**config.mk**
```make
export PLATFORM = sky130hd
export DESIGN_NAME = page_replacement_engine
export DESIGN_NICKNAME = d
export VERILOG_FILES = /design/src/rtl/core/pre_pkg.sv /design/src/rtl/core/pre_cell.sv /design/src/rtl/core/page_replacement_engine.sv
export SDC_FILE = /design/constraint.sdc
export NUM_CORES = 1
export LEC_CHECK = 0
export ABC_AREA = 1
export BUFFER_PORTS_ARGS = -buffer_cell sky130_fd_sc_hd__buf_2
export CAP_MARGIN = 20
export CELL_PAD_IN_SITES_DETAIL_PLACEMENT = 1
export CELL_PAD_IN_SITES_GLOBAL_PLACEMENT = 2
export CORE_ASPECT_RATIO = 1.5
export CORE_MARGIN = 3
export CORE_UTILIZATION = 49
export DETAILED_ROUTE_END_ITERATION = 12
export GPL_TIMING_DRIVEN = 0
export PLACE_DENSITY = 0.93
export SYNTH_ARGS = -nofsm -noshare
export SYNTH_HDL_FRONTEND = slang
export SYNTH_SLANG_ARGS = --single-unit
```
**constraint.sdc**
```tcl
create_clock -name clock -period 23.7 [get_ports clock]
set_input_delay 1.185 -clock clock [delete_from_list [all_inputs] [get_ports clock]]
set_output_delay 1.185 -clock clock [all_outputs]
set_load 0.05 [all_outputs]
```
**src/rtl/core/pre_pkg.sv**
```systemverilog
package pre_pkg;

   // Default geometry of the slot table.
   localparam int SLOTS_DEF     = 16;
   localparam int AGE_BITS_DEF  = 32;
   localparam int PAGE_BITS_DEF = 27;

   // Configuration port geometry.
   localparam int CFG_W     = 32;
   localparam int CSR_IDX_W = 3;

   localparam logic [CSR_IDX_W-1:0] CSR_POLICY         = 3'd0;
   localparam logic [CSR_IDX_W-1:0] CSR_AGING_INIT     = 3'd1;
   localparam logic [CSR_IDX_W-1:0] CSR_POPCOUNT_INIT  = 3'd2;
   localparam logic [CSR_IDX_W-1:0] CSR_BYPASS         = 3'd3;
   localparam logic [CSR_IDX_W-1:0] CSR_EVICT_ALLOWED  = 3'd4;

   // Policy codes; the unused code behaves as aging.
   localparam logic [1:0] POL_AGING    = 2'd0;
   localparam logic [1:0] POL_POPCOUNT = 2'd1;
   localparam logic [1:0] POL_FIFO     = 2'd2;

   typedef enum logic [1:0] {
      MODE_INSERT = 2'd0,
      MODE_REMOVE = 2'd1,
      MODE_MARK   = 2'd2,
      MODE_TICK   = 2'd3
   } mode_type;

   typedef enum logic [1:0] {
      STATUS_DONE      = 2'd0,
      STATUS_NOT_FOUND = 2'd1,
      STATUS_REFUSED   = 2'd2
   } status_type;

   typedef enum logic [2:0] {
      ST_IDLE,
      ST_SCAN,
      ST_APPLY,
      ST_ALIGN,
      ST_PACK,
      ST_DONE
   } state_type;

   // Control handed to every cell of the slot ring.
   typedef struct packed {
      logic shift;   // rotate: each cell takes its upper neighbor
      logic pack;    // collapse: cells at or above a hole take their neighbor
   } cell_ctl_type;

   function automatic logic [6:0] popcount64(input logic [63:0] v);
      logic [6:0] n;
      n = '0;
      for (int i = 0; i < 64; i++) begin
         n = n + 7'(v[i]);
      end
      return n;
   endfunction

endpackage

```
**src/rtl/core/pre_cell.sv**
```systemverilog
module pre_cell
   import pre_pkg::*;
#(
   parameter int AGE_BITS  = AGE_BITS_DEF,
   parameter int PAGE_BITS = PAGE_BITS_DEF
) (
   input  logic                 clock,
   input  logic                 reset,
   input  cell_ctl_type         ctl,
   input  logic [PAGE_BITS-1:0] next_page,
   input  logic [AGE_BITS-1:0]  next_age,
   input  logic                 next_valid,
   input  logic                 next_acc,
   input  logic                 hole_in,
   output logic [PAGE_BITS-1:0] page,
   output logic [AGE_BITS-1:0]  age,
   output logic                 valid,
   output logic                 acc,
   output logic                 hole_out
);

   logic [PAGE_BITS-1:0] page_ff;
   logic [AGE_BITS-1:0]  age_ff;
   logic                 valid_ff;
   logic                 acc_ff;
   logic                 take;

   // While packing, a cell moves down once any hole sits at or below it.
   assign hole_out = hole_in | ~valid_ff;
   assign take     = ctl.shift | (ctl.pack & hole_out);

   always_ff @(posedge clock) begin
      if (reset) begin
         valid_ff <= 1'b0;
         acc_ff   <= 1'b0;
      end else if (take) begin
         valid_ff <= next_valid;
         acc_ff   <= next_acc;
      end
   end

   always_ff @(posedge clock) begin
      if (take) begin
         page_ff <= next_page;
         age_ff  <= next_age;
      end
   end

   assign page  = page_ff;
   assign age   = age_ff;
   assign valid = valid_ff;
   assign acc   = acc_ff;

endmodule

```
**src/rtl/core/page_replacement_engine.sv**
```systemverilog
// Page replacement engine: a table of resident-page slots with a selectable
// victim policy (aging, fewest set age bits, or second-chance FIFO).
// Requests arrive on the req_ stream: tuser carries the mode (insert, remove,
// mark referenced, tick) and tdata the page number. Every request beat yields
// exactly one response beat on the rsp_ stream with the status, the slot, the
// eviction flag and page, and the number of resident pages afterwards.
// The slots live in a ring of cells that rotates one slot per cycle during a
// request's turns. Each request takes one rotation to scan the table and one
// to apply the change; the response is then loaded into an output register.
// A successful remove under the FIFO policy then turns the ring, if the hand
// is not at slot 0, until the hand's slot sits in the head cell, and compacts
// the ring, which puts the hand back at slot 0.
// One request is in flight at a time.
// The response sits in an output register; the next request is accepted
// while that beat still waits for rsp_tready. If the receiver stalls, a
// finished second request waits until the first beat is taken.
// Reset is synchronous and empties the table, puts the hand at slot 0 and
// loads the register defaults. Configuration writes are always accepted and
// must be issued only while no request is pending.
module page_replacement_engine
   import pre_pkg::*;
#(
   parameter int SLOTS     = SLOTS_DEF,
   parameter int AGE_BITS  = AGE_BITS_DEF,
   parameter int PAGE_BITS = PAGE_BITS_DEF,
   localparam int REQ_W    = ((PAGE_BITS + 7) / 8) * 8,
   localparam int SLOT_W   = $clog2(SLOTS),
   localparam int CNT_W    = $clog2(SLOTS + 1),
   localparam int RSP_RAW  = 2 + SLOT_W + 1 + PAGE_BITS + CNT_W,
   localparam int RSP_W    = ((RSP_RAW + 7) / 8) * 8
) (
   input  logic                 clock,
   input  logic                 reset,
   input  logic                 req_tvalid,
   output logic                 req_tready,
   // tdata: page_number
   input  logic [REQ_W-1:0]     req_tdata,
   // tuser: mode
   input  logic [1:0]           req_tuser,
   output logic                 rsp_tvalid,
   input  logic                 rsp_tready,
   // tdata: status, slot, evicted, evicted_page, occupied
   output logic [RSP_W-1:0]     rsp_tdata,
   input  logic                 csr_valid,
   output logic                 csr_ready,
   input  logic [CSR_IDX_W-1:0] csr_index,
   input  logic [CFG_W-1:0]     csr_data
);

   localparam int PC_W = $clog2(AGE_BITS + 1);

   // Configuration registers.
   logic [1:0]       policy_ff;
   logic [CFG_W-1:0] aging_init_ff;
   logic [CFG_W-1:0] pop_init_ff;
   logic             bypass_ff;
   logic             evict_allowed_ff;

   assign csr_ready = 1'b1;

   always_ff @(posedge clock) begin
      if (reset) begin
         policy_ff        <= POL_AGING;
         aging_init_ff    <= '0;
         pop_init_ff      <= '1;
         bypass_ff        <= 1'b0;
         evict_allowed_ff <= 1'b1;
      end else if (csr_valid) begin
         unique case (csr_index)
            CSR_POLICY:        policy_ff        <= csr_data[1:0];
            CSR_AGING_INIT:    aging_init_ff    <= csr_data;
            CSR_POPCOUNT_INIT: pop_init_ff      <= csr_data;
            CSR_BYPASS:        bypass_ff        <= csr_data[0];
            CSR_EVICT_ALLOWED: evict_allowed_ff <= csr_data[0];
            default: ;
         endcase
      end
   end

   logic pol_fifo;
   logic pol_pop;
   assign pol_fifo = (policy_ff == POL_FIFO);
   assign pol_pop  = (policy_ff == POL_POPCOUNT);

   // Control state.
   state_type         state_ff, state_in;
   logic [SLOT_W-1:0] pos_ff, pos_in;
   logic [SLOT_W-1:0] hand_ff, hand_in;
   logic [CNT_W-1:0]  count_ff, count_in;
   logic              rsp_valid_ff, rsp_valid_in;
   logic [RSP_W-1:0]  rsp_data_ff, rsp_data_in;
   mode_type          mode_ff;
   logic [PAGE_BITS-1:0] pg_ff;
   cell_ctl_type      ctl;
   logic              accept;

   // Ring of cells; cell 0 is the head and holds slot pos_ff while turning.
   logic [PAGE_BITS-1:0] c_page  [SLOTS];
   logic [AGE_BITS-1:0]  c_age   [SLOTS];
   logic                 c_valid [SLOTS];
   logic                 c_acc   [SLOTS];
   logic                 c_hole  [SLOTS+1];

   logic [PAGE_BITS-1:0] mod_page;
   logic [AGE_BITS-1:0]  mod_age;
   logic                 mod_valid;
   logic                 mod_acc;

   assign c_hole[0] = 1'b0;

   for (genvar i = 0; i < SLOTS; i++) begin : g_cell
      logic [PAGE_BITS-1:0] n_page;
      logic [AGE_BITS-1:0]  n_age;
      logic                 n_valid;
      logic                 n_acc;
      if (i == SLOTS - 1) begin : g_tail
         // The tail takes the (possibly updated) head, or an empty slot
         // while packing.
         assign n_page  = mod_page;
         assign n_age   = mod_age;
         assign n_valid = mod_valid & ~ctl.pack;
         assign n_acc   = mod_acc & ~ctl.pack;
      end else begin : g_body
         assign n_page  = c_page[i+1];
         assign n_age   = c_age[i+1];
         assign n_valid = c_valid[i+1];
         assign n_acc   = c_acc[i+1];
      end
      pre_cell #(
         .AGE_BITS  (AGE_BITS),
         .PAGE_BITS (PAGE_BITS)
      ) u_cell (
         .clock      (clock),
         .reset      (reset),
         .ctl        (ctl),
         .next_page  (n_page),
         .next_age   (n_age),
         .next_valid (n_valid),
         .next_acc   (n_acc),
         .hole_in    (c_hole[i]),
         .page       (c_page[i]),
         .age        (c_age[i]),
         .valid      (c_valid[i]),
         .acc        (c_acc[i]),
         .hole_out   (c_hole[i+1])
      );
   end

   // Scan results, gathered as the head passes during the first rotation.
   logic              found_ff, free_ff, ca_ff, cb_ff;
   logic [SLOT_W-1:0] found_idx_ff, free_idx_ff, ca_idx_ff, cb_idx_ff, best_idx_ff;
   logic [AGE_BITS-1:0] best_age_ff;
   logic [PC_W-1:0]   best_pc_ff;
   logic [PAGE_BITS-1:0] evp_ff;
   logic [PC_W-1:0]   head_pc;
   logic              better;

   assign head_pc = PC_W'(popcount64(64'(c_age[0])));
   // Ties go to the later slot under both least-age policies.
   assign better  = pol_pop ? ((head_pc < best_pc_ff) ||
                               ((head_pc == best_pc_ff) && (c_age[0] <= best_age_ff)))
                            : (c_age[0] <= best_age_ff);

   always_ff @(posedge clock) begin
      if (reset || accept) begin
         found_ff <= 1'b0;
         free_ff  <= 1'b0;
         ca_ff    <= 1'b0;
         cb_ff    <= 1'b0;
      end else if (state_ff == ST_SCAN) begin
         if (!found_ff && c_valid[0] && (c_page[0] == pg_ff)) begin
            found_ff     <= 1'b1;
            found_idx_ff <= pos_ff;
         end
         if (!free_ff && !c_valid[0]) begin
            free_ff     <= 1'b1;
            free_idx_ff <= pos_ff;
         end
         if (!ca_ff && !c_acc[0] && (pos_ff >= hand_ff)) begin
            ca_ff     <= 1'b1;
            ca_idx_ff <= pos_ff;
         end
         if (!cb_ff && !c_acc[0] && (pos_ff < hand_ff)) begin
            cb_ff     <= 1'b1;
            cb_idx_ff <= pos_ff;
         end
         if ((pos_ff == '0) || better) begin
            best_idx_ff <= pos_ff;
            best_age_ff <= c_age[0];
            best_pc_ff  <= head_pc;
         end
      end
   end

   // Decisions taken from the scan.
   logic              full, ins_ok, evict, allset;
   logic [SLOT_W-1:0] victim, target, victim_next;
   logic [AGE_BITS-1:0] init_age;
   logic [63:0]       aging_ext, pop_ext;
   logic [SLOT_W:0]   dist_head, dist_victim;

   assign full     = ~free_ff;
   assign ins_ok   = ~bypass_ff & (~full | evict_allowed_ff);
   assign evict    = ins_ok & full;
   assign allset   = ~ca_ff & ~cb_ff;
   assign victim   = pol_fifo ? (ca_ff ? ca_idx_ff : (cb_ff ? cb_idx_ff : hand_ff))
                              : best_idx_ff;
   assign target   = full ? victim : free_idx_ff;
   assign victim_next = (victim == SLOT_W'(SLOTS - 1)) ? '0 : victim + 1'b1;
   assign aging_ext = 64'(aging_init_ff);
   assign pop_ext   = 64'(pop_init_ff);
   assign init_age  = pol_fifo ? '0 :
                      pol_pop  ? pop_ext[AGE_BITS-1:0] : aging_ext[AGE_BITS-1:0];

   always_ff @(posedge clock) begin
      if (accept) begin
         mode_ff <= mode_type'(req_tuser);
         pg_ff   <= req_tdata[PAGE_BITS-1:0];
      end
      if ((state_ff == ST_APPLY) && (pos_ff == target)) begin
         evp_ff <= c_page[0];
      end
   end

   // Distance from the hand, around the ring.
   assign dist_head   = (pos_ff >= hand_ff)
                      ? ({1'b0, pos_ff} - {1'b0, hand_ff})
                      : ({1'b0, pos_ff} + (SLOT_W+1)'(SLOTS) - {1'b0, hand_ff});
   assign dist_victim = (victim >= hand_ff)
                      ? ({1'b0, victim} - {1'b0, hand_ff})
                      : ({1'b0, victim} + (SLOT_W+1)'(SLOTS) - {1'b0, hand_ff});

   // Update of the head slot on its way to the tail during the apply turn.
   always_comb begin
      mod_page  = c_page[0];
      mod_age   = c_age[0];
      mod_valid = c_valid[0];
      mod_acc   = c_acc[0];
      if (state_ff == ST_APPLY) begin
         unique case (mode_ff)
            MODE_INSERT: begin
               if (ins_ok && (pos_ff == target)) begin
                  mod_page  = pg_ff;
                  mod_valid = 1'b1;
                  mod_acc   = 1'b0;
                  mod_age   = init_age;
               end else if (evict && pol_fifo &&
                            (allset || (dist_head < dist_victim))) begin
                  mod_acc = 1'b0;
               end
            end
            MODE_REMOVE: begin
               if (found_ff && (pos_ff == found_idx_ff)) begin
                  mod_page  = '0;
                  mod_age   = '0;
                  mod_valid = 1'b0;
                  mod_acc   = 1'b0;
               end
            end
            MODE_MARK: begin
               if (found_ff && (pos_ff == found_idx_ff)) begin
                  mod_acc = 1'b1;
               end
            end
            MODE_TICK: begin
               if (!pol_fifo && c_valid[0]) begin
                  mod_age = {c_acc[0], c_age[0][AGE_BITS-1:1]};
                  mod_acc = 1'b0;
               end
            end
            default: ;
         endcase
      end
   end

   // Response fields.
   status_type        rsp_status;
   logic [SLOT_W-1:0] rsp_slot;
   logic              rsp_evicted;
   logic [PAGE_BITS-1:0] rsp_evp;

   always_comb begin
      rsp_status  = STATUS_DONE;
      rsp_slot    = '0;
      rsp_evicted = 1'b0;
      unique case (mode_ff)
         MODE_INSERT: begin
            if (ins_ok) begin
               rsp_slot    = target;
               rsp_evicted = evict;
            end else begin
               rsp_status = STATUS_REFUSED;
            end
         end
         MODE_REMOVE, MODE_MARK: begin
            if (found_ff) begin
               rsp_slot = found_idx_ff;
            end else begin
               rsp_status = STATUS_NOT_FOUND;
            end
         end
         default: ;
      endcase
      rsp_evp = rsp_evicted ? evp_ff : '0;
   end

   logic [SLOT_W-1:0] pos_step;
   logic              pos_last;
   assign pos_last = (pos_ff == SLOT_W'(SLOTS - 1));
   assign pos_step = pos_last ? '0 : pos_ff + 1'b1;
   assign accept   = req_tvalid & req_tready;

   // Sequencer: scan turn, apply turn, optional align and pack, response.
   always_comb begin
      state_in     = state_ff;
      pos_in       = pos_ff;
      hand_in      = hand_ff;
      count_in     = count_ff;
      rsp_data_in  = rsp_data_ff;
      rsp_valid_in = rsp_valid_ff & ~rsp_tready;
      ctl          = '{shift: 1'b0, pack: 1'b0};
      req_tready   = 1'b0;
      unique case (state_ff)
         ST_IDLE: begin
            req_tready = 1'b1;
            if (req_tvalid) begin
               state_in = ST_SCAN;
               pos_in   = '0;
            end
         end
         ST_SCAN: begin
            ctl.shift = 1'b1;
            pos_in    = pos_step;
            if (pos_last) begin
               state_in = ST_APPLY;
            end
         end
         ST_APPLY: begin
            ctl.shift = 1'b1;
            pos_in    = pos_step;
            if (pos_last) begin
               state_in = ST_DONE;
               if ((mode_ff == MODE_INSERT) && ins_ok) begin
                  if (!full) begin
                     count_in = count_ff + 1'b1;
                  end else if (pol_fifo) begin
                     hand_in = victim_next;
                  end
               end
               if ((mode_ff == MODE_REMOVE) && found_ff) begin
                  if (count_ff != '0) begin
                     count_in = count_ff - 1'b1;
                  end
                  if (pol_fifo) begin
                     state_in = (hand_ff != '0) ? ST_ALIGN : ST_PACK;
                  end
               end
            end
         end
         ST_ALIGN: begin
            // Turn the ring until the hand's slot sits in the head cell.
            ctl.shift = 1'b1;
            pos_in    = pos_step;
            if ((CNT_W'(pos_ff) + 1'b1) == CNT_W'(hand_ff)) begin
               state_in = ST_PACK;
               pos_in   = '0;
            end
         end
         ST_PACK: begin
            ctl.pack = 1'b1;
            pos_in   = pos_step;
            if (pos_last) begin
               state_in = ST_DONE;
               hand_in  = '0;
            end
         end
         ST_DONE: begin
            if (!rsp_valid_ff || rsp_tready) begin
               state_in     = ST_IDLE;
               rsp_valid_in = 1'b1;
               rsp_data_in  = RSP_W'({count_ff, rsp_evp, rsp_evicted, rsp_slot,
                                      rsp_status});
            end
         end
         default: state_in = ST_IDLE;
      endcase
   end

   always_ff @(posedge clock) begin
      if (reset) begin
         state_ff     <= ST_IDLE;
         pos_ff       <= '0;
         hand_ff      <= '0;
         count_ff     <= '0;
         rsp_valid_ff <= 1'b0;
      end else begin
         state_ff     <= state_in;
         pos_ff       <= pos_in;
         hand_ff      <= hand_in;
         count_ff     <= count_in;
         rsp_valid_ff <= rsp_valid_in;
      end
   end

   always_ff @(posedge clock) begin
      rsp_data_ff <= rsp_data_in;
   end

   assign rsp_tvalid = rsp_valid_ff;
   assign rsp_tdata  = rsp_data_ff;

   // Checks.
   logic [SLOTS-1:0] valid_vec;
   for (genvar i = 0; i < SLOTS; i++) begin : g_vvec
      assign valid_vec[i] = c_valid[i];
   end

   a_count_matches: assert property (@(posedge clock) disable iff (reset)
      (state_ff == ST_IDLE) |-> ($countones(valid_vec) == 32'(count_ff)))
      else $error("resident count differs from valid slots");

   a_count_bound: assert property (@(posedge clock) disable iff (reset)
      32'(count_ff) <= SLOTS)
      else $error("resident count above slot count");

   a_one_in_flight: assert property (@(posedge clock) disable iff (reset)
      accept |=> !req_tready)
      else $error("request accepted while another is in flight");

   a_hand_zero_after_pack: assert property (@(posedge clock) disable iff (reset)
      ((state_ff == ST_PACK) && pos_last) |=> (hand_ff == '0))
      else $error("hand not reset after compaction");

endmodule
```
==> results of run 1 <==
==> how the worst min path moves through the flow <==
stage	slack, ns	endpoint	cells past startpoint
after CTS	0.38	g_cell[1].u_cell.age[25]$_DFFE_PP_	0
final	0.39	g_cell[1].u_cell.age[25]$_DFFE_PP_	0
after global placement	0.40	g_cell[12].u_cell.page[9]$_DFFE_PP_	0
after detailed placement	0.41	g_cell[1].u_cell.age[25]$_DFFE_PP_	0
after floorplan	0.40	g_cell[0].u_cell.age[0]$_DFFE_PP_	0
after global routing	0.40	g_cell[9].u_cell.age[23]$_DFFE_PP_	0
==> cells by family after synthesis <==
logic type | synth area share
DFF | 0.8028
buffers and inverters | 0.03397
and+or+nand+nor | 0.08340
other | 0.0001705
xor gates and xnor gates | 0.004374
adders and majority gates | 0.03056
AOI/OAI and AO/OA | 0.04468
==> cell type report <==
| type | instances | area (um2) | share of cell area |
|---|---|---|---|
| Buffer | 89 | 389.1 | 0.007730 |
| Sequential cell | 1218 | 35360 | 0.7025 |
| Inverter | 295 | 1125 | 0.02234 |
| Tap cell | 1156 | 1446 | 0.02873 |
| Clock inverter | 73 | 894.6 | 0.01777 |
| Timing Repair Buffer | 129 | 1023 | 0.02033 |
| Antenna cell | 1 | 2.502 | 0.00004971 |
| Clock buffer | 131 | 2818 | 0.05597 |
| Multi-Input combinational cell | 1336 | 7277 | 0.1446 |
==> synth_stat cells (all sizes together), types with 4 or more instances <==
library cell	count	area share
or2	24	0.0034
nor4	4	0.00057
edfxtp	1097	0.75
o22ai	12	0.0017
ha	66	0.019
a21oi	154	0.017
xor2	16	0.0032
o21ai	165	0.019
dfxtp	121	0.055
nand4	51	0.0076
xnor2	6	0.0012
a211oi	5	0.00085
fa	26	0.012
nor2	126	0.011
nand3	145	0.017
nor3	17	0.0020
buf	26	0.0035
clkbuf	63	0.0054
inv	294	0.025
nand2	481	0.041
a22oi	11	0.0019
==> through the flow <==
| stage | worst slack [ns] | hold WS, ns |
|---|---|---|
| 6_report | 16.58 | 0.3869 |
| 5_1_grt | 16.31 | 0.3965 |
| 4_1_cts | 16.55 | 0.3845 |
| 3_5_place_dp | 16.62 | 0.4052 |
| 3_3_place_gp | 13.59 | 0.4003 |
| 2_1_floorplan | 16.16 | 0.4003 |
==> sequential cells by signal, summed over array words and instances, names as in the netlist, 5 cells and up <==
register / cells
rsp_tdata: 39
evp_ff: 27
g_cell.u_cell.page: 432
pg_ff: 27
best_pc_ff: 6
g_cell.u_cell.acc: 16
count_ff: 5
g_cell.u_cell.age: 512
g_cell.u_cell.valid: 16
aging_init_ff: 32
pop_init_ff: 32
best_age_ff: 32
==> layer usage <==
metal	vias up	wire, um	GRT usage
met5	-	11	0
met4	2	5325	0.1118
met3	328	7432	0.04477
met2	1111	60000	0.4392
met1	12507	42380	0.2929
li1	10929	-	-
==> summary.txt, run 1 <==
Finish
  – Synth-to-Final Area Change: 14.28%
  – Final Core Density: 0.5654
  – Share of cells above drive strength 1: 0.1134
  – Fill cell total of the finished layout: 8432
  – Finished layout cell area: 50340 um2
  – Nets: 3342
  – Final std cells w/o fill: 4428
  – Commonest cells after routing, fill and taps aside: 1097 x edfxtp_1, 475 x nand2_1, 271 x inv_1
  – Most common cell after layout, fill and taps aside: edfxtp_1

Global routing
  – Vias in the first global route: 26851
  – Initial antenna violation count: 4
  – GRT Residual Overflow: 0
  – First-pass GRT wire length: 170.2 mm
  – GRT Resource Usage Total: 0.2472
  – Pin count of the biggest net entering global routing: 62

Clock network
  – CTS max path bufs: 3
  – Post-cts sizing count: 0
  – Clock sink total: 1218
  – Post-CTS Setup Repair Bufs: 0
  – Root buffer cell: clkbuf_16
  – # H-tree levels: 3
  – Clock slew at reported path FFs: 0.07 ns
  – CTS Buf Count: 107
  – Clk_lat worst skew: 0.74 ns
  – CTS Hold Bufs: 0
  – TritonCTS clock tree: built

Min path
  – Hold path start: g_cell[2].u_cell.age[25]$_DFFE_PP_
  – Min-delay worst type: flop to flop

Critical path
  – CP cell instances: inv_1 -> fa_1 -> fa_1 -> fa_1 -> fa_1 -> fa_1 -> fa_1 -> inv_1 -> ha_1 -> fa_1 -> a21oi_1 -> o21ai_0 -> xor2_1 -> ha_1 -> and3_1 -> o21ai_0 -> a32oi_1 -> a21oi_4 -> buf_12 -> buf_16
  – Crit path depth: 20
  – Worst Setup EP: best_age_ff[28]$_DFFE_PP_
  – RR Endpoint: best_age_ff[28]$_DFFE_PP_
  – Worst setup EP type: flop
  – Critical path startpoint category: flop
  – Critical Path Source: g_cell[0].u_cell.age[0]$_DFFE_PP_
  – Top delay family on crit path: adder cells
  – Reg-to-Reg Start: g_cell[0].u_cell.age[0]$_DFFE_PP_
  – CP peak stage delay: 0.62 ns
  – Kind of critical path: flop to flop
  – Reg2Reg Setup Slack: 16.58 ns
  – Critical Path Fanout Max: 19
  – Critical path required time: 24.10 ns
  – Worst path slowest cell: edfxtp_1
  – Critical path arrival: 7.51 ns
  – Worst reg2reg path depth: 20
  – Cell mode on critical path: fa_1
  – Crit path buffers/inverters: 4

Floorplanning
  – Die Wd: 250.8 um
  – Core Area: 89030 um2
  – Die Ht: 373.2 um
  – Rows: 134
  – Initial Util: 0.4948
  – DIE AREA: 93600 um2
  – Num ports: 117

Place
  – IO buf count: 109
  – Placement Cell Area: 46600 um2
  – Post-DP HPWL: 72.89 mm
  – Post-Place Cells: 4222
  – Routability cong.: 0.9053

Detailed routing
  – WL per Instance: 26.01 um
  – Post-route ant nets: 0
  – Total wire length: 115.2 mm
  – Vias: 24877
  – DRT Pass-1 Iters: 6
  – DRC viols: 0
  – DR iter-0 viols: 2409
  – DR vias/cell: 5.618

Timing
  – Max_slew headroom: 0.3228
  – Setup TNS: 0 ns
  – RSZ-0062 raised after global routing: false
  – Fin crit share: 0.3004
  – Final setup viols: 0
  – Skew final: 0.05565 ns
  – Minimum clock period: 7.119 ns
  – Hold Fails Final Rpt: 0
  – Slew Viols, Final: 0
  – Fmax: 140.5 MHz
  – Slew @ Worst Pin: 1.016 ns

Synth
  – Sequential area share after synthesis: 0.8028
  – Async set-or-reset flop fraction in the synthesized netlist: 0
  – Cell Area, Synth: 44050 um2
  – Synth unique cells: 51
  – EDFF count, synth: 1097
  – Syn nets: 3104
  – Synth Flop Type: edfxtp_1
  – Avg Cell Area, Syn: 14.99 um2
  – Post-Syn Instances: 2938
  – Seq cells post-synth: 1218
  – Synth Warn #: 0

Status
  – Status: finished clean

Flow run
  – Max-Cap Viols: 0
Power of run 1 is not shown: default switching activity piles up to over one toggle a cycle in this logic, so the estimate is an artifact.
==> inputs of run 2 (changes only) <==
--- a/config.mk
+++ b/config.mk
@@ -5,17 +5,17 @@
 export SDC_FILE = /design/constraint.sdc
 export NUM_CORES = 1
 export LEC_CHECK = 0
-export ABC_AREA = 1
+export ABC_AREA = 0
 export BUFFER_PORTS_ARGS = -buffer_cell sky130_fd_sc_hd__buf_2
 export CAP_MARGIN = 20
 export CELL_PAD_IN_SITES_DETAIL_PLACEMENT = 1
 export CELL_PAD_IN_SITES_GLOBAL_PLACEMENT = 2
 export CORE_ASPECT_RATIO = 1.5
 export CORE_MARGIN = 3
-export CORE_UTILIZATION = 49
+export CORE_UTILIZATION = 43
 export DETAILED_ROUTE_END_ITERATION = 12
 export GPL_TIMING_DRIVEN = 0
-export PLACE_DENSITY = 0.93
+export PLACE_DENSITY = 0.84
 export SYNTH_ARGS = -nofsm -noshare
 export SYNTH_HDL_FRONTEND = slang
 export SYNTH_SLANG_ARGS = --single-unit
==> constraint.sdc (replaced) <==
create_clock -name clock -period 6.25 [get_ports clock]
set_input_delay 0.3125 -clock clock [delete_from_list [all_inputs] [get_ports clock]]
set_output_delay 0.3125 -clock clock [all_outputs]
set_load 0.05 [all_outputs]
==> run 2 against run 1 <==
The run now ends with setup timing left. Register-to-register slack got worse by 17 ns. Worst setup slack worse by 17 ns. Sequential cell count unchanged. Hold slack got worse by 0.31 ns. Cell count shrank 8.9%. Critical path type unchanged. Highest routed layer is now met4.
==> summary.txt, run 2 <==
Timing
  – Hold Fails Final Rpt: 0 (unchanged)
  – Minimum clock period: 6.591 ns (was 7.119 ns)
  – Slew @ Worst Pin: 1.115 ns (was 1.016 ns)
  – Final setup viols: 42 (was 0)
  – Fin crit share: 1.054 (was 0.3004)
  – Slew Viols, Final: 0 (unchanged)
  – Max_slew headroom: 0.2568 (was 0.3228)
  – Setup TNS: -12.27 ns (was 0 ns)
  – Fmax: 151.7 MHz (was 140.5 MHz)
  – Setup slack after layout: -0.3405 ns (was 16.58 ns)
  – RSZ-0062 raised after global routing: true (was false)
  – Skew final: 0.02906 ns (was 0.05565 ns)

Floorplanning
  – Die Wd: 263.3 um (was 250.8 um)
  – Num ports: 117 (unchanged)
  – Initial Util: 0.4338 (was 0.4948)
  – Die Ht: 392.0 um (was 373.2 um)
  – Rows: 141 (was 134)
  – DIE AREA: 103200 um2 (was 93600 um2)
  – Core Area: 98440 um2 (was 89030 um2)

Synth
  – Syn nets: 2477 (was 3104)
  – EDFF count, synth: 1097 (unchanged)
  – Count leader, synth: edfxtp_1 (unchanged)
  – Synth Warn #: 0 (unchanged)
  – Avg Cell Area, Syn: 18.48 um2 (was 14.99 um2)
  – Synth unique cells: 72 (was 51)
  – Synth top area cells: edfxtp_1 77%, dfxtp_1 5.7%, ha_1 1.9%, nand2_1 1.3%, fa_1 1.2% (was edfxtp_1 75%, dfxtp_1 5.5%, nand2_1 4.1%, inv_1 2.4%, ha_1 1.9%)
  – Post-synth top area share: 0.7714 (was 0.7478)
  – Post-Syn Instances: 2311 (was 2938)
  – Cell taking the most area after synthesis: edfxtp_1 (unchanged)
  – Async set-or-reset flop fraction in the synthesized netlist: 0 (unchanged)
  – Cell Area, Synth: 42700 um2 (was 44050 um2)
  – Synth Flop Type: edfxtp_1 (unchanged)
  – Synth top cells by count: 1097 x edfxtp_1, 144 x nand2_1, 121 x dfxtp_1, 121 x inv_1, 84 x a21oi_1 (was 1097 x edfxtp_1, 480 x nand2_1, 277 x inv_1)
  – Sequential area share after synthesis: 0.8281 (was 0.8028)
  – Seq cells post-synth: 1218 (unchanged)

Clock network
  – Clk_lat worst skew: 0.70 ns (was 0.74 ns)
  – CTS Buf Count: 104 (was 107)
  – # H-tree levels: 3 (unchanged)
  – Clock sink total: 1218 (unchanged)
  – TritonCTS clock tree: built (unchanged)
  – CTS max path bufs: 3 (unchanged)
  – Clock slew at reported path FFs: 0.06 ns (was 0.07 ns)
  – Root buffer cell: clkbuf_16 (unchanged)

Power
  – Leak pwr: 17.27 nW
  – PD cells: 501.9 nW/um2
  – VDD IR-drop max: 0.9213 mV

Global routing
  – GRT Resource Usage Total: 0.1939 (was 0.2472)
  – GRT Residual Overflow: 0 (unchanged)
  – Vias in the first global route: 23427 (was 26851)
  – First-pass GRT wire length: 148.3 mm (was 170.2 mm)
  – Initial antenna violation count: 5 (was 4)
  – Pin count of the biggest net entering global routing: 62 (unchanged)

Finish
  – Synth-to-Final Area Change: 17.76% (was 14.28%)
  – Finished layout cell area: 50290 um2 (was 50340 um2)
  – ANT cells: 0 (was 1)
  – Largest register FFs: 512 (unchanged)
  – Most common cell after layout, fill and taps aside: edfxtp_1 (unchanged)
  – Commonest cells after routing, fill and taps aside: 1097 x edfxtp_1, 142 x nand2_1, 121 x dfxtp_1 (was 1097 x edfxtp_1, 475 x nand2_1, 271 x inv_1)
  – Nets: 2823 (was 3342)
  – Share of cells above drive strength 1: 0.1605 (was 0.1134)

Place
  – Routability cong.: 0.8196 (was 0.9053)
  – IO buf count: 109 (unchanged)
  – Post-DP HPWL: 66.39 mm (was 72.89 mm)
  – Placement Cell Area: 45720 um2 (was 46600 um2)

Critical path
  – Worst setup EP type: flop (unchanged)
  – Kind of critical path: flop to flop (unchanged)
  – Reg-to-Reg Start: g_cell[0].u_cell.age[19]$_DFFE_PP_ (was g_cell[0].u_cell.age[0]$_DFFE_PP_)
  – Critical path startpoint category: flop (unchanged)
  – RR Endpoint: best_idx_ff[3]$_DFFE_PP_ (was best_age_ff[28]$_DFFE_PP_)
  – Critical Path Fanout Max: 8 (was 19)
  – Worst reg2reg path depth: 25 (was 20)
  – Reg2Reg Setup Slack: -0.34 ns (was 16.58 ns)
  – Critical path required time: 6.66 ns (was 24.10 ns)
  – Critical path arrival: 7.00 ns (was 7.51 ns)

Detailed routing
  – Vias: 21286 (was 24877)
  – DR iter-0 viols: 1784 (was 2409)
  – DRC viols: 0 (unchanged)
  – Post-route ant nets: 0 (unchanged)
  – DRT Pass-1 Iters: 5 (was 6)
  – Total wire length: 99.80 mm (was 115.2 mm)
  – WL per Instance: 24.74 um (was 26.01 um)
  – DR vias/cell: 5.277 (was 5.618)

Min path
  – Worst hold stages: 3 (was 0)
  – Min-delay worst type: input port to flop (was flop to flop)
  – Hold path start: rsp_tready (was g_cell[2].u_cell.age[25]$_DFFE_PP_)
  – Worst hold path endpoint: rsp_tvalid$_SDFF_PP0_ (was g_cell[1].u_cell.age[25]$_DFFE_PP_)

Status
  – Violated checks: setup timing
  – Status: complete, but fails checks (was finished clean)

Flow run
  – Max-Cap Viols: 0 (unchanged)
[run 2: repair_timing]
action,4_1_cts,5_1_grt
gates cloned,1,0
buffers inserted,22,10
hold endpoints to repair,97,0
endpoints found under the setup margin,42,42
resized for setup,23,11
pin swaps,8,15
hold buffers,65,0
[run 2: final cells by class]
cell class	count	area [um2]
multi-input cells	898	6782
plain buffers	74	337.8
well taps	1287	1610
repair buffers	240	2176
clock buffers	127	2749
flip-flops and latches	1218	35360
inverters	121	464.2
clock inverters	69	805.8
fillers	9178	48150
[run 2: report_power, final]
group,internal [W],total [W],switching [W]
logic,0.00261,0.00662,0.00401
registers,0.0113,0.0119,0.000648
clock network,0.00378,0.00670,0.00292
[run 2: cells by family (layout without fill, tap and decap cells)]
group / Yosys count / count (layout) / share of synthesized area
other cells: 2 / 2 / 0.0001759
compound gates: 328 / 328 / 0.05760
xor+xnor: 49 / 49 / 0.01005
mux: 22 / 22 / 0.005450
buf+inv: 195 / 631 / 0.01855
simple gates: 405 / 405 / 0.04855
flops: 1218 / 1218 / 0.8281
fa+ha+maj: 92 / 92 / 0.03153
[run 2: worst max-delay path by stage]
stage,from,end,depth (start not counted)
after floorplan,g_cell[0].u_cell.age[21]$_DFFE_PP_,best_age_ff[0]$_DFFE_PP_,18
after global placement,state_ff[2]$_SDFFE_PP0P_,g_cell[2].u_cell.valid$_SDFFE_PP0P_,6
after detailed placement,g_cell[0].u_cell.age[9]$_DFFE_PP_,best_age_ff[23]$_DFFE_PP_,24
after CTS,g_cell[0].u_cell.age[21]$_DFFE_PP_,best_age_ff[9]$_DFFE_PP_,24
after global routing,g_cell[0].u_cell.age[15]$_DFFE_PP_,best_idx_ff[1]$_DFFE_PP_,24
final,g_cell[0].u_cell.age[19]$_DFFE_PP_,best_idx_ff[3]$_DFFE_PP_,25
[run 2: metal layers]
metal	global-route usage	part of all wire	vias up
met4	0.07012	0.033	0
met3	0.03218	0.055	186
li1	-	-	9473
met2	0.3499	0.52	682
met5	0	0	-
met1	0.2347	0.39	10945
[run 2: stage by stage]
step / hold WS, ns / utilization / instances / worst slack [ns] / total power (W)
2_1_floorplan: 0.4003 / - / 2311 / -0.5061 / 0.01553
3_3_place_gp: 0.4008 / 0.4560 / 3707 / -4.192 / 0.01719
3_5_place_dp: 0.4051 / 0.4645 / 3741 / -1.004 / 0.01778
4_1_cts: 0.01216 / 0.5099 / 4025 / -0.3699 / 0.02514
5_1_grt: 0.05964 / 0.5108 / 4034 / -0.5045 / 0.02636
6_report: 0.07415 / 0.5108 / 4034 / -0.3405 / 0.02524
[run 2: worst max-delay path, stage by stage (launching register included)]
cell      delay [ns]
edfxtp_1        0.53
fa_1            0.56
inv_1           0.06
fa_1            0.40
inv_2           0.07
fa_1            0.43
fa_1            0.52
fa_1            0.53
inv_1           0.07
fa_1            0.51
inv_2           0.06
ha_1            0.31
a21o_1          0.21
a21oi_2         0.20
nor2b_1         0.09
o21a_1          0.21
ha_1            0.31
nor2b_1         0.16
nor3b_2         0.17
o21ai_1         0.11
a21oi_2         0.21
nor2_2          0.08
o41ai_4         0.07
buf_6           0.16
buf_6           0.12
buf_12          0.14
Power figures use the tool's default switching activity.
